## src/hw/rtl/assert_macros.svh

```systemverilog
// Assertion helpers shared by the RTL
`ifndef ASSERT_MACROS_SVH
`define ASSERT_MACROS_SVH

// clocked, disabled during reset
`define ASSERT_CLK(label, prop, msg) \
    label: assert property (@(posedge i_clk) disable iff (!i_rst_n) prop) else $error(msg);

// clocked, also checked during reset
`define ASSERT_ALWAYS(label, prop, msg) \
    label: assert property (@(posedge i_clk) prop) else $error(msg);

`endif

```

## src/hw/rtl/rkm_pkg.sv

```systemverilog
package rkm_pkg;

    localparam int HASH_W = 40;
    localparam logic [HASH_W-1:0] HASH_MOD = 40'd999999000001;
    localparam logic [7:0] CHAR_BIAS = 8'd31;

    localparam int MUL_BIT_W = 6;
    localparam logic [MUL_BIT_W-1:0] MUL_LAST = 6'd39;

    localparam logic CMD_PATTERN = 1'b0;
    localparam logic CMD_TEXT = 1'b1;

    typedef enum logic {
        OP_DBLADD,
        OP_SUB
    } t_op;

    typedef struct packed {
        logic       cmd;
        logic [7:0] data_byte;
        logic       last;
    } t_in_item;

    typedef struct packed {
        logic        found;
        logic [15:0] position;
    } t_out_item;

    // byte minus bias, taken modulo the hash modulus
    function automatic logic [HASH_W-1:0] sym_value(input logic [7:0] b);
        logic [7:0] d;
        d = b - CHAR_BIAS;
        if (b >= CHAR_BIAS) begin
            return {32'd0, d};
        end else begin
            return HASH_MOD - {32'd0, CHAR_BIAS - b};
        end
    endfunction

endpackage

```

## src/hw/rtl/rkm_chan_if.sv

```systemverilog
interface rkm_chan_if #(
    parameter type t_payload = logic
) ();
    logic     valid;
    logic     ready;
    t_payload payload;

    modport source (output valid, output payload, input ready);
    modport sink (input valid, input payload, output ready);
endinterface

```

## src/hw/rtl/rkm_mod_unit.sv

```systemverilog
module rkm_mod_unit (
    input  rkm_pkg::t_op                 i_op,
    input  logic [rkm_pkg::HASH_W-1:0]   i_a,
    input  logic [rkm_pkg::HASH_W-1:0]   i_b,
    output logic [rkm_pkg::HASH_W-1:0]   o_y
);
    localparam int HW = rkm_pkg::HASH_W;
    localparam logic [HW+1:0] MOD_X1 = {2'b00, rkm_pkg::HASH_MOD};
    localparam logic [HW+1:0] MOD_X2 = {1'b0, rkm_pkg::HASH_MOD, 1'b0};

    logic [HW+1:0] sum;
    logic [HW+1:0] sum_m1;
    logic [HW+1:0] sum_m2;
    logic [HW:0]   diff;
    logic [HW-1:0] diff_fix;

    // (2a + b) mod M and (a - b) mod M, operands already reduced
    always_comb begin
        sum      = {1'b0, i_a, 1'b0} + {2'b00, i_b};
        sum_m1   = sum - MOD_X1;
        sum_m2   = sum - MOD_X2;
        diff     = {1'b0, i_a} - {1'b0, i_b};
        diff_fix = diff[HW-1:0] + rkm_pkg::HASH_MOD;
        case (i_op)
            rkm_pkg::OP_DBLADD: begin
                if (sum >= MOD_X2) begin
                    o_y = sum_m2[HW-1:0];
                end else if (sum >= MOD_X1) begin
                    o_y = sum_m1[HW-1:0];
                end else begin
                    o_y = sum[HW-1:0];
                end
            end
            rkm_pkg::OP_SUB: begin
                if (diff[HW]) begin
                    o_y = diff_fix;
                end else begin
                    o_y = diff[HW-1:0];
                end
            end
            default: begin
                o_y = '0;
            end
        endcase
    end
endmodule

```

## src/hw/rtl/rabin_karp_stream_matcher_top.sv

```systemverilog
// Streaming Rabin-Karp string matcher.
// Input channel i_in carries items {cmd, data_byte, last}: cmd 0 loads a
// pattern byte, cmd 1 feeds a text byte; last closes the pattern or the text.
// Output channel o_out carries {found, position}: at most one item per text,
// the 1-based start of the first match, or found 0 / position 0 on the last
// text byte when nothing matched.
// One item at a time: i_in.ready is high only while the sequencer is idle.
// Pattern byte: S_PHASH, then S_PPOW; only S_PHASH once PATTERN_MAX bytes
// are held. Text byte after a match or past TEXT_MAX: no hash step.
// Text byte while the window is filling: S_ADD, then S_CHK. Text byte with a
// full window: S_OLD, the 40-step bit-serial modular multiply (S_MUL) of the
// outgoing byte by the high power on the one shared mod-add/subtract unit, then
// S_SUB, S_ADD, S_CHK. A hash hit adds S_CMP_A and S_CMP_B per compared byte
// (one registered read of each byte store per byte). A decided result goes to
// a pending register, then S_EMIT moves it to the output register; if o_out stalls
// with an item held, the sequencer waits, taking no input until the register frees.
// Reset (synchronous, active low) empties the pattern, clears the window
// hash and counters, and drops any held result; no clearing pass is needed.
`include "assert_macros.svh"

module rabin_karp_stream_matcher_top #(
    parameter int              PATTERN_MAX = 64,
    parameter longint unsigned TEXT_MAX    = 65535
) (
    input  logic               i_clk,
    input  logic               i_rst_n,
    rkm_chan_if.sink           i_in,
    rkm_chan_if.source         o_out
);
    localparam int HW    = rkm_pkg::HASH_W;
    localparam int LEN_W = $clog2(PATTERN_MAX + 1);
    localparam int IDX_W = (PATTERN_MAX > 1) ? $clog2(PATTERN_MAX) : 1;
    localparam int CNT_W = (TEXT_MAX > 1) ? $clog2(TEXT_MAX + 1) : 1;
    localparam int CW    = ((CNT_W > LEN_W) ? CNT_W : LEN_W) + 1;
    localparam int PW    = (CW > 16) ? CW : 16;
    localparam int BW    = rkm_pkg::MUL_BIT_W;

    typedef enum logic [3:0] {
        S_IDLE,
        S_PHASH,
        S_PPOW,
        S_OLD,
        S_MUL,
        S_SUB,
        S_ADD,
        S_CHK,
        S_CMP_A,
        S_CMP_B,
        S_EMIT
    } t_state;

    t_state r_state;

    logic [7:0]       pattern_mem [PATTERN_MAX];
    logic [7:0]       window_mem  [PATTERN_MAX];
    logic [7:0]       r_w_rdata;
    logic [7:0]       r_p_rdata;

    logic [LEN_W-1:0] r_plen;
    logic [HW-1:0]    r_ph;
    logic [HW-1:0]    r_hp;
    logic [HW-1:0]    r_wh;
    logic [CNT_W-1:0] r_cnt;
    logic             r_done;
    logic             r_closed;
    logic [IDX_W-1:0] r_idx;
    logic [IDX_W-1:0] r_ptr;
    logic [IDX_W-1:0] r_k;
    logic [7:0]       r_byte;
    logic             r_fin;
    logic [HW-1:0]    r_old;
    logic [HW-1:0]    r_acc;
    logic [BW-1:0]    r_bit;
    logic             r_pend_found;
    logic [15:0]      r_pend_pos;
    logic             r_out_valid;
    logic             r_out_found;
    logic [15:0]      r_out_pos;

    logic             in_acc;
    logic             text_sat;
    logic             full_win;
    logic             plen_room;
    logic             k_last;
    logic [IDX_W-1:0] n_idx;
    logic [IDX_W-1:0] n_ptr;
    logic [IDX_W-1:0] w_raddr;
    logic [PW-1:0]    pos_calc;
    logic [HW-1:0]    byte_sym;

    rkm_pkg::t_op     unit_op;
    logic [HW-1:0]    unit_a;
    logic [HW-1:0]    unit_b;
    logic [HW-1:0]    unit_y;

    assign i_in.ready            = (r_state == S_IDLE);
    assign in_acc                = i_in.valid && i_in.ready;
    assign o_out.valid           = r_out_valid;
    assign o_out.payload.found    = r_out_found;
    assign o_out.payload.position = r_out_pos;

    assign text_sat  = (r_cnt >= CNT_W'(TEXT_MAX));
    assign full_win  = (CW'(r_cnt) >= CW'(r_plen));
    assign plen_room = (r_plen < LEN_W'(PATTERN_MAX));
    assign k_last    = ((LEN_W'(r_k) + LEN_W'(1)) == r_plen);
    assign n_idx     = ((LEN_W'(r_idx) + LEN_W'(1)) == r_plen) ? '0 : r_idx + IDX_W'(1);
    assign n_ptr     = ((LEN_W'(r_ptr) + LEN_W'(1)) == r_plen) ? '0 : r_ptr + IDX_W'(1);
    assign w_raddr   = (r_state == S_CMP_A) ? r_ptr : r_idx;
    assign pos_calc  = PW'(r_cnt) - PW'(r_plen) + PW'(1);
    assign byte_sym  = rkm_pkg::sym_value(r_byte);

    always_comb begin
        unit_op = rkm_pkg::OP_DBLADD;
        unit_a  = '0;
        unit_b  = '0;
        case (r_state)
            S_PHASH: begin
                unit_a = r_ph;
                unit_b = byte_sym;
            end
            S_PPOW: begin
                unit_a = r_hp;
            end
            S_MUL: begin
                unit_a = r_acc;
                unit_b = r_hp[r_bit] ? r_old : '0;
            end
            S_SUB: begin
                unit_op = rkm_pkg::OP_SUB;
                unit_a  = r_wh;
                unit_b  = r_acc;
            end
            S_ADD: begin
                unit_a = r_wh;
                unit_b = byte_sym;
            end
            default: begin
                unit_a = '0;
            end
        endcase
    end

    rkm_mod_unit u_mod (
        .i_op (unit_op),
        .i_a  (unit_a),
        .i_b  (unit_b),
        .o_y  (unit_y)
    );

    always_ff @(posedge i_clk) begin
        if (r_state == S_PHASH && plen_room) begin
            pattern_mem[r_plen[IDX_W-1:0]] <= r_byte;
        end
        r_p_rdata <= pattern_mem[r_k];
    end

    always_ff @(posedge i_clk) begin
        if (r_state == S_ADD) begin
            window_mem[r_idx] <= r_byte;
        end
        r_w_rdata <= window_mem[w_raddr];
    end

    always_ff @(posedge i_clk) begin
        if (!i_rst_n) begin
            r_state     <= S_IDLE;
            r_plen      <= '0;
            r_ph        <= '0;
            r_hp        <= HW'(1);
            r_wh        <= '0;
            r_cnt       <= '0;
            r_done      <= 1'b0;
            r_closed    <= 1'b0;
            r_idx       <= '0;
            r_out_valid <= 1'b0;
        end else begin
            if (o_out.ready && r_state != S_EMIT) begin
                r_out_valid <= 1'b0;
            end
            case (r_state)
                S_IDLE: begin
                    if (in_acc) begin
                        r_byte <= i_in.payload.data_byte;
                        r_fin  <= i_in.payload.last;
                        if (i_in.payload.cmd == rkm_pkg::CMD_PATTERN) begin
                            r_closed <= i_in.payload.last;
                            if (r_closed) begin
                                r_plen <= '0;
                                r_ph   <= '0;
                                r_hp   <= HW'(1);
                                r_cnt  <= '0;
                                r_wh   <= '0;
                                r_done <= 1'b0;
                                r_idx  <= '0;
                            end
                            r_state <= S_PHASH;
                        end else begin
                            r_closed <= 1'b1;
                            if (r_done || text_sat) begin
                                if (i_in.payload.last) begin
                                    r_cnt  <= '0;
                                    r_wh   <= '0;
                                    r_done <= 1'b0;
                                    r_idx  <= '0;
                                    if (!r_done) begin
                                        r_pend_found <= 1'b0;
                                        r_pend_pos   <= '0;
                                        r_state      <= S_EMIT;
                                    end
                                end
                            end else if (r_plen == '0) begin
                                // empty pattern matches at once
                                if (i_in.payload.last) begin
                                    r_cnt  <= '0;
                                    r_wh   <= '0;
                                    r_idx  <= '0;
                                end else begin
                                    r_done <= 1'b1;
                                end
                                r_pend_found <= 1'b1;
                                r_pend_pos   <= 16'd1;
                                r_state      <= S_EMIT;
                            end else if (full_win) begin
                                r_state <= S_OLD;
                            end else begin
                                r_state <= S_ADD;
                            end
                        end
                    end
                end
                S_PHASH: begin
                    if (plen_room) begin
                        r_ph    <= unit_y;
                        r_state <= S_PPOW;
                    end else begin
                        r_state <= S_IDLE;
                    end
                end
                S_PPOW: begin
                    if (r_plen != '0) begin
                        r_hp <= unit_y;
                    end
                    r_plen  <= r_plen + LEN_W'(1);
                    r_state <= S_IDLE;
                end
                S_OLD: begin
                    r_old   <= rkm_pkg::sym_value(r_w_rdata);
                    r_acc   <= '0;
                    r_bit   <= rkm_pkg::MUL_LAST;
                    r_state <= S_MUL;
                end
                S_MUL: begin
                    r_acc <= unit_y;
                    if (r_bit == '0) begin
                        r_state <= S_SUB;
                    end else begin
                        r_bit <= r_bit - BW'(1);
                    end
                end
                S_SUB: begin
                    r_wh    <= unit_y;
                    r_state <= S_ADD;
                end
                S_ADD: begin
                    r_wh    <= unit_y;
                    r_cnt   <= r_cnt + CNT_W'(1);
                    r_idx   <= n_idx;
                    r_state <= S_CHK;
                end
                S_CHK: begin
                    if (full_win && r_wh == r_ph) begin
                        r_k     <= '0;
                        r_ptr   <= r_idx;
                        r_state <= S_CMP_A;
                    end else if (r_fin) begin
                        r_cnt        <= '0;
                        r_wh         <= '0;
                        r_done       <= 1'b0;
                        r_idx        <= '0;
                        r_pend_found <= 1'b0;
                        r_pend_pos   <= '0;
                        r_state      <= S_EMIT;
                    end else begin
                        r_state <= S_IDLE;
                    end
                end
                S_CMP_A: begin
                    r_state <= S_CMP_B;
                end
                S_CMP_B: begin
                    if (r_w_rdata != r_p_rdata) begin
                        if (r_fin) begin
                            r_cnt        <= '0;
                            r_wh         <= '0;
                            r_done       <= 1'b0;
                            r_idx        <= '0;
                            r_pend_found <= 1'b0;
                            r_pend_pos   <= '0;
                            r_state      <= S_EMIT;
                        end else begin
                            r_state <= S_IDLE;
                        end
                    end else if (k_last) begin
                        r_pend_found <= 1'b1;
                        r_pend_pos   <= pos_calc[15:0];
                        if (r_fin) begin
                            r_cnt <= '0;
                            r_wh  <= '0;
                            r_idx <= '0;
                        end else begin
                            r_done <= 1'b1;
                        end
                        r_state <= S_EMIT;
                    end else begin
                        r_k     <= r_k + IDX_W'(1);
                        r_ptr   <= n_ptr;
                        r_state <= S_CMP_A;
                    end
                end
                S_EMIT: begin
                    if (!r_out_valid || o_out.ready) begin
                        r_out_valid <= 1'b1;
                        r_out_found <= r_pend_found;
                        r_out_pos   <= r_pend_pos;
                        r_state     <= S_IDLE;
                    end
                end
                default: begin
                    r_state <= S_IDLE;
                end
            endcase
        end
    end

    `ASSERT_CLK(a_wh_reduced, r_wh < rkm_pkg::HASH_MOD, "window hash not reduced")
    `ASSERT_CLK(a_pat_reduced, (r_ph < rkm_pkg::HASH_MOD) && (r_hp < rkm_pkg::HASH_MOD), "pattern hash or power not reduced")
    `ASSERT_CLK(a_mul_count, (r_state == S_MUL && r_bit != '0) |=> (r_state == S_MUL && r_bit == $past(r_bit) - BW'(1)), "multiply step skipped")
    `ASSERT_ALWAYS(a_rst_clear, !i_rst_n |=> !o_out.valid, "result valid after reset")

endmodule

```

## src/flat_wrapper.sv

```systemverilog
// flat-port wrapper written by rule: the top's interface ports become plain ports
module rabin_karp_stream_matcher_top_flat 
#(
    parameter int              PATTERN_MAX = 64,
    parameter longint unsigned TEXT_MAX    = 65535
)
  (i_clk, i_rst_n, i_in_valid, i_in_payload, i_in_ready, o_out_valid, o_out_payload, o_out_ready);
  rkm_chan_if #(.t_payload(rkm_pkg::t_in_item)) i_in_i ();
  rkm_chan_if #(.t_payload(rkm_pkg::t_out_item)) o_out_i ();
  input  logic i_clk;
  input  logic i_rst_n;
  input wire logic [$bits(i_in_i.valid)-1:0] i_in_valid;
  input wire logic [$bits(i_in_i.payload)-1:0] i_in_payload;
  output wire logic [$bits(i_in_i.ready)-1:0] i_in_ready;
  output wire logic [$bits(o_out_i.valid)-1:0] o_out_valid;
  output wire logic [$bits(o_out_i.payload)-1:0] o_out_payload;
  input wire logic [$bits(o_out_i.ready)-1:0] o_out_ready;
  assign i_in_i.valid = i_in_valid;
  assign i_in_i.payload = i_in_payload;
  assign i_in_ready = i_in_i.ready;
  assign o_out_valid = o_out_i.valid;
  assign o_out_payload = o_out_i.payload;
  assign o_out_i.ready = o_out_ready;
  rabin_karp_stream_matcher_top #(.PATTERN_MAX(PATTERN_MAX), .TEXT_MAX(TEXT_MAX)) u_core (.i_clk(i_clk), .i_rst_n(i_rst_n), .i_in(i_in_i), .o_out(o_out_i));
endmodule
```

## config.mk

```make
export PLATFORM = sky130hd
export DESIGN_NAME = rabin_karp_stream_matcher_top_flat
export DESIGN_NICKNAME = d
export VERILOG_FILES = /design/src/hw/rtl/rkm_pkg.sv /design/src/hw/rtl/rkm_chan_if.sv /design/src/hw/rtl/rkm_mod_unit.sv /design/src/hw/rtl/rabin_karp_stream_matcher_top.sv /design/src/flat_wrapper.sv
export VERILOG_INCLUDE_DIRS = /design/src /design/src/hw/rtl
export SDC_FILE = /design/constraint.sdc
export NUM_CORES = 2
export LEC_CHECK = 0
export BUFFER_PORTS_ARGS = -buffer_cell sky130_fd_sc_hd__clkbuf_2
export CAP_MARGIN = 15
export CORE_MARGIN = 1
export CORE_UTILIZATION = 45
export DETAILED_ROUTE_END_ITERATION = 7
export PLACE_DENSITY = 0.59
export SLEW_MARGIN = 5
export SYNTH_ARGS = -nofsm -noshare
export SYNTH_HDL_FRONTEND = slang
export SYNTH_SLANG_ARGS = --single-unit
```

## constraint.sdc

```tcl
create_clock -name i_clk -period 12.35 [get_ports i_clk]
set_input_delay 0.6175 -clock i_clk [delete_from_list [all_inputs] [get_ports i_clk]]
set_output_delay 0.6175 -clock i_clk [all_outputs]
set_load 0.05 [all_outputs]
```

# Word level (Yosys, flattened, before mapping)
# Memory sizes are Yosys's and may differ from the RTL's. A register that Yosys moved wholly into a read port is not among the register bits.
# Index checks and enable logic that the tools add are counted.
[totals] register_bits=296 mem_bits_rw=1024 elab_cells=259 in_bits=14 memories=2
[op_classes] bitwise_logic=1 add_sub_neg=22 mux=130 eq_ne=39 order_cmp=8 reduce_logical=35
[mem_list] name="u_core.pattern_mem" words=64 word_bits=8 rd=1 rd_ports_with_merged_regs=1 wr=1 line_no="rabin_karp_stream_matcher_top.sv:54" source="logic [7:0] pattern_mem [PATTERN_MAX];"
[mem_list] name="u_core.window_mem" words=64 word_bits=8 rd=1 rd_ports_with_merged_regs=1 wr=1 line_no="rabin_karp_stream_matcher_top.sv:55" source="logic [7:0] window_mem [PATTERN_MAX];"
[op_table] op="40-bit 2-to-1 mux" n=22
[op_table] op="16-bit 2-to-1 mux" n=20
[op_table] op="40-bit case mux with 2 select lines" n=4
[op_table] op="40-bit case mux with 4 select lines" n=2
[op_table] op="6-bit 2-to-1 mux" n=20
[op_table] op="40-bit case mux with 3 select lines" n=1
[op_table] op="40-bit subtractor (second input constant)" n=2
[op_table] op="38-bit by 9-bit subtractor with 39-bit output (first input constant)" n=2
[op_table] op="16-bit case mux with 4 select lines" n=1
[op_table] op="16-bit case mux with 3 select lines" n=1
[op_table] op="4-bit 2-to-1 mux" n=11
[op_table] op="41-bit by 40-bit adder with 42-bit output" n=1
[op_table] op="42-bit by 40-bit greater-or-equal comparator with 1-bit output (second input constant)" n=1
[op_table] op="42-bit by 41-bit greater-or-equal comparator with 1-bit output (second input constant)" n=1
[op_table] op="40-bit by 40-bit subtractor with 41-bit output" n=1
[op_table] op="40-bit adder (second input constant)" n=1
[op_table] op="40-bit equality test" n=1
[op_table] op="4-bit case mux with 10 select lines" n=1
[op_table] op="6-bit case mux with 2 select lines" n=3
[op_table] op="16-bit by 1-bit adder with 16-bit output (second input constant)" n=2
[op_table] op="1-bit 2-to-1 mux" n=32
[op_table] op="6-bit case mux with 4 select lines" n=1
[op_table] op="6-bit by 1-bit adder with 7-bit output (second input constant)" n=3
[op_table] op="7-bit equality test" n=3
[op_table] op="46 further kinds" n=98

# Longest topological paths before layout
[logic_depth] depth_word=11 depth_mapped=31

# Hierarchy
# Synthesis repeated with hierarchy kept, for this count alone.
[hier_totals] hier_cells=5107 hier_area_um2=64037.7
[by_module_without_submodules] module="rabin_karp_stream_matcher_top" n_inst=1 area_per_inst_um2=54717.5 cells_each=3707
[by_module_without_submodules] module="rkm_mod_unit" n_inst=1 area_per_inst_um2=9320.2 cells_each=1400

# Least setup slack after synthesis
# Ideal clock, no wire load.
[synth_timing] path_kind="flip-flop to flip-flop" from="register u_core.r_byte[1]" to="register u_core.r_acc[34], data pin" arrival_time_ns=7.586 slack_ns=4.495 setup_time_ns=0.269 path_stages_with_launch=28 period_less_slack_ns=7.855 t_required_ns=12.081 cell_sequence="edfxtp_1 ha_1 nand4_1 nand2_1 nor2_1 a21oi_1 nor2_1 a221oi_1 inv_1 ha_1 inv_1 fa_1 nand2b_1 a211oi_4 o21ai_1 a21oi_1 or4_4 and3_4 buf_6 or3_4 o21ai_4 o211ai_4 o2111ai_4 nand3_4 or4_1 o31a_1 xor2_1 a21oi_2"
[synth_via] elab_chain_cells=10 word_cells_on_any_way=18 classes_between="8 x add/sub; 3 x order compare; 7 x mux"
[synth_rtl] element="from (decl)" line_no="rabin_karp_stream_matcher_top.sv:69" source="logic [7:0] r_byte;"
[synth_rtl] element="from (signal assigned)" line_no="rabin_karp_stream_matcher_top.sv:183" source="r_byte <= i_in.payload.data_byte;"
[synth_rtl] element="5-bit by 8-bit subtractor with 8-bit output" line_no="rkm_pkg.sv:36" source="return HASH_MOD - {32'd0, CHAR_BIAS - b};"
[synth_rtl] element="38-bit by 9-bit subtractor with 39-bit output" line_no="rkm_pkg.sv:36"
[synth_rtl] element="40-bit 2-to-1 mux *" line_no="rkm_pkg.sv:33" source="if (b >= CHAR_BIAS) begin"
[synth_rtl] element="40-bit case mux with 3 select lines *" line_no="rabin_karp_stream_matcher_top.sv:116" source="case (r_state)"
[synth_rtl] element="41-bit by 40-bit adder with 42-bit output" line_no="rkm_mod_unit.sv:19" source="sum = {1'b0, i_a, 1'b0} + {2'b00, i_b};"
[synth_rtl] element="40-bit subtractor / 42-bit by 40-bit greater-or-equal comparator with 1-bit output (equally long branches)" line_no="rkm_mod_unit.sv:20, rkm_mod_unit.sv:28"
[synth_rtl] element="40-bit 2-to-1 mux" line_no="rkm_mod_unit.sv:28" source="end else if (sum >= MOD_X1) begin"
[synth_rtl] element="40-bit 2-to-1 mux" line_no="rkm_mod_unit.sv:26" source="if (sum >= MOD_X2) begin"
[synth_rtl] element="40-bit case mux with 2 select lines *" line_no="rkm_mod_unit.sv:24" source="case (i_op)"
[synth_rtl] element="40-bit case mux with 2 select lines *" line_no="rabin_karp_stream_matcher_top.sv:180" source="case (r_state)"
[synth_rtl] element="to (signal assigned)" line_no="rabin_karp_stream_matcher_top.sv:253" source="r_acc <= unit_y;"
[synth_rtl] element="to (decl)" line_no="rabin_karp_stream_matcher_top.sv:72" source="logic [HW-1:0] r_acc;"
# Every way passes the cells marked *; elsewhere a longest branch is shown, timed or not.
# A chain may end at the register's enable or synchronous reset.

# Worst setup path in the final report
[layout_timing] from="register u_core.r_bit[0]" to="register u_core.r_acc[39], data pin"
[layout_via] elab_chain_cells=10 word_cells_on_any_way=16 classes_between="5 x add/sub; 2 x order compare; 9 x mux"
[layout_rtl] element="from (decl)" line_no="rabin_karp_stream_matcher_top.sv:73" source="logic [BW-1:0] r_bit;"
[layout_rtl] element="from (signal assigned)" line_no="rabin_karp_stream_matcher_top.sv:249" source="r_bit <= rkm_pkg::MUL_LAST;"
[layout_rtl] element="from (signal assigned)" line_no="rabin_karp_stream_matcher_top.sv:257" source="r_bit <= r_bit - BW'(1);"
[layout_rtl] element="1-bit binary-select mux with 6-bit select *" line_no="rabin_karp_stream_matcher_top.sv:126" source="unit_b = r_hp[r_bit] ? r_old : '0;"
[layout_rtl] element="1-bit 2-to-1 mux (implied by the code) *" line_no="rabin_karp_stream_matcher_top.sv:126"
[layout_rtl] element="40-bit 2-to-1 mux *" line_no="rabin_karp_stream_matcher_top.sv:126"
[layout_rtl] element="40-bit case mux with 3 select lines *" line_no="rabin_karp_stream_matcher_top.sv:116"
[layout_rtl] element="41-bit by 40-bit adder with 42-bit output" line_no="rkm_mod_unit.sv:19"
[layout_rtl] element="40-bit subtractor / 42-bit by 40-bit greater-or-equal comparator with 1-bit output (equally long branches)" line_no="rkm_mod_unit.sv:20, rkm_mod_unit.sv:28"
[layout_rtl] element="40-bit 2-to-1 mux" line_no="rkm_mod_unit.sv:28"
[layout_rtl] element="40-bit 2-to-1 mux" line_no="rkm_mod_unit.sv:26"
[layout_rtl] element="40-bit case mux with 2 select lines *" line_no="rkm_mod_unit.sv:24"
[layout_rtl] element="40-bit case mux with 2 select lines *" line_no="rabin_karp_stream_matcher_top.sv:180"
# Every way passes the cells marked *; elsewhere a longest branch is shown, timed or not. The select of a mux whose other input is x is not followed.

==> qor.txt <==
outcome = complete, no violations
vias per cell = 6.16
Placed Instances = 6212
Total Die Area = 140000 um2
VDD IR max = 0.000124 V
Max Slew Vio Count = 0
Mapped Cells = 4578
crit path max fanout = 24
Fin. Hold Viols = 0
# clock sinks = 1307
Vias = 39900
antenna violations before repair = 2
Clk Latency, worst-skew pair = 0.76 ns
Top FF cell, synth = edfxtp_1
critical path arrival = 10.03 ns
Setup violations, final = 0
CP max stage cell = a21o_1
Layout Nets = 4720
gr usage total = 0.248
Setup TNS = 0 ns
total power = 10.9 mW
DRC viols = 0
CTS tree = done
max incr delay on CP = 0.85 ns
Hold Path Class = input pin to register
root buffer cell = clkbuf_16
unrepaired setup endpoints after global routing = no
Layout Cells excl Fill = 6467
kind of critical path = register to register
Post-Route WL = 175000 um
crit path time final = 9.40 ns
H-Tree Depth = 4
CP most frequent cell = a21oi_1
vias in the first global route = 38600
share of cells above drive strength 1 = 0.144
Startpoint Class = register
fraction of registers with async set/reset = 0
Synth Cell Area = 62500 um2
Avg Cell Area, Syn = 13.7 um2
Num CTS Buffers = 134
Overflow after GRT = 0
placed wire-length estimate = 117000 um
Worst-Margin Slew = 1.18 ns
Syn Nets = 4736
relative slew slack = 0.210
Setup WS post-layout = 2.95 ns
register area = 37500 um2
Final Cell Area = 68900 um2
drt first pass iters = 7
Syn-to-layout area delta = 10.2%
site row count = 136
Place WS = 3.37 ns
Layout fillers = 11700
DP Area = 64500 um2
post-CTS setup buffers = 0
Fin Clk Skew = 0.0242 ns
Cell Pwr Density = 158 nW/um2
Ports = 33
first-pass GRT wire length = 259000 um
Yosys warnings = 0
post-route ant nets = 0
First DRT Iteration DRCs = 4140
Initial Util = 0.454
Post-synth EDFFs = 1135
maximum root-to-sink buffer count = 3
critical path required time = 12.98 ns
Wirelength per Cell = 27.0 um
Leak = 23.4 nW
clk slew on worst S/H paths = 0.06 ns
multi-input combinational cell area = 23600 um2
Seq/Total Area, Yosys = 0.600
RD Place Congestion = 0.921
port bufs = 32
maxcap violations = 0
Max Fclk = 106 MHz
synthesis-stage register bit count = 1307
WHS = 0.113 ns
largest net degree at the start of global routing = 129
commonest non-fill, non-tap cell in the layout = edfxtp_1
die height = 375 um
die width = 375 um
most frequent cells in the layout = 1135 x edfxtp_1, 453 x nand2_1, 347 x nor2_1
final core area utilization = 0.500
Core Region = 138000 um2
post-synth cell types = 111
crit share post-route = 0.761
kind of end point of the critical path = register
## logic make-up (layout without fill, tap and decap cells)
logic type | after synthesis | after routing | share of synthesized area
XOR/XNOR | 269 | 269 | 0.0378
flip-flops | 1307 | 1307 | 0.600
AND/OR/NAND/NOR | 1252 | 1252 | 0.0931
multiplexers | 349 | 349 | 0.117
other | 0 | 2 | 0
AO/OA/AOI/OAI | 883 | 883 | 0.0985
buffers and inverters | 374 | 467 | 0.0240
adder cells (fa/ha/maj) | 144 | 144 | 0.0294
## layout make-up
type / count / share of cell area
Sequential cell: 1307 / 0.545
Multi-Input combinational cell: 2897 / 0.343
Clock buffer: 186 / 0.0553
Tap cell: 1794 / 0.0326
Timing Repair Buffer: 107 / 0.0115
Clock inverter: 59 / 0.00672
Inverter: 115 / 0.00627
Antenna cell: 2 / 0.0000727
## final timing paths
path / from / end / slack [ns] / depth (start not counted)
worst min-delay path: i_in_payload[1] / u_core.r_byte[0] / 0.11 / 1
worst max register to register: u_core.r_bit[0] / u_core.r_acc[39] / 2.95 / 25
worst max-delay path: u_core.r_bit[0] / u_core.r_acc[39] / 2.95 / 25
worst min register to register: u_core.r_pend_found / u_core.r_out_found / 0.45 / 0
## critical path, delay by kind of cell (launching register included)
| family | cells | cell delay (ns) |
|---|---|---|
| multiplexers | 3 | 1.46 |
| AND/OR/NAND/NOR | 6 | 1.25 |
| XOR/XNOR | 1 | 0.65 |
| adder cells (fa/ha/maj) | 1 | 0.33 |
| flip-flops | 1 | 0.80 |
| AO/OA/AOI/OAI | 12 | 4.30 |
| buffers and inverters | 2 | 0.45 |
## per-layer routing
layer  vias to the layer above  GRT usage  share of wire
met5                         -          0              0
met4                         0     0.0907          0.035
met3                       304     0.0387          0.072
met2                      1675      0.384           0.46
met1                     20200      0.354           0.43
li1                      17700          -              -
## state kept, by name, indices dropped and copies added (netlist names), 16 cells and up
name / flops
u_core.r_wh: 40
u_core.r_cnt: 16
u_core.r_ph: 40
u_core.r_acc: 40
u_core.r_pend_pos: 16
u_core.r_hp: 40
u_core.window_mem: 512
u_core.r_out_pos: 16
u_core.pattern_mem: 512
## synthesized netlist by cell type, drive strengths merged (15+ instances only)
| library cell | number | share of area |
|---|---|---|
| a21oi | 203 | 0.016 |
| a222oi | 38 | 0.0061 |
| o21ai | 209 | 0.017 |
| nand4 | 48 | 0.0048 |
| a31oi | 33 | 0.0033 |
| xnor2 | 174 | 0.025 |
| nor2 | 350 | 0.021 |
| buf | 68 | 0.0056 |
| o21a | 23 | 0.0028 |
| mux4 | 304 | 0.11 |
| xor2 | 95 | 0.013 |
| nor2b | 19 | 0.0019 |
| a21o | 55 | 0.0066 |
| a211oi | 68 | 0.0089 |
| edfxtp | 1135 | 0.55 |
| and2 | 66 | 0.0066 |
| clkbuf | 191 | 0.011 |
| o211ai | 21 | 0.0030 |
| mux2i | 40 | 0.0064 |
| o21bai | 15 | 0.0019 |
| and3 | 34 | 0.0035 |
| nand2 | 454 | 0.027 |
| or3 | 23 | 0.0024 |
| nor3 | 56 | 0.0046 |
| inv | 113 | 0.0068 |
| nor4 | 24 | 0.0030 |
| dfxtp | 172 | 0.055 |
| nand3 | 86 | 0.0071 |
| nand2b | 23 | 0.0023 |
| ha | 139 | 0.028 |
| a311oi | 18 | 0.0025 |
| a22o | 50 | 0.0070 |
## power by group
part           internal (mW)  switching [mW]  total (mW)
sequential              4.90          0.0490        4.95
combinational          0.682            1.28        1.96
clock                   2.27            1.71        3.98
total                   7.85            3.05        10.9
## timing repair
item                                    CTS  global route
hold buffers                              7             0
gates resized for setup                   0             0
endpoints found under the hold margin     7             0
endpoints found under the setup margin    0             0
No activity file was read; power rests on OpenSTA's default activity.
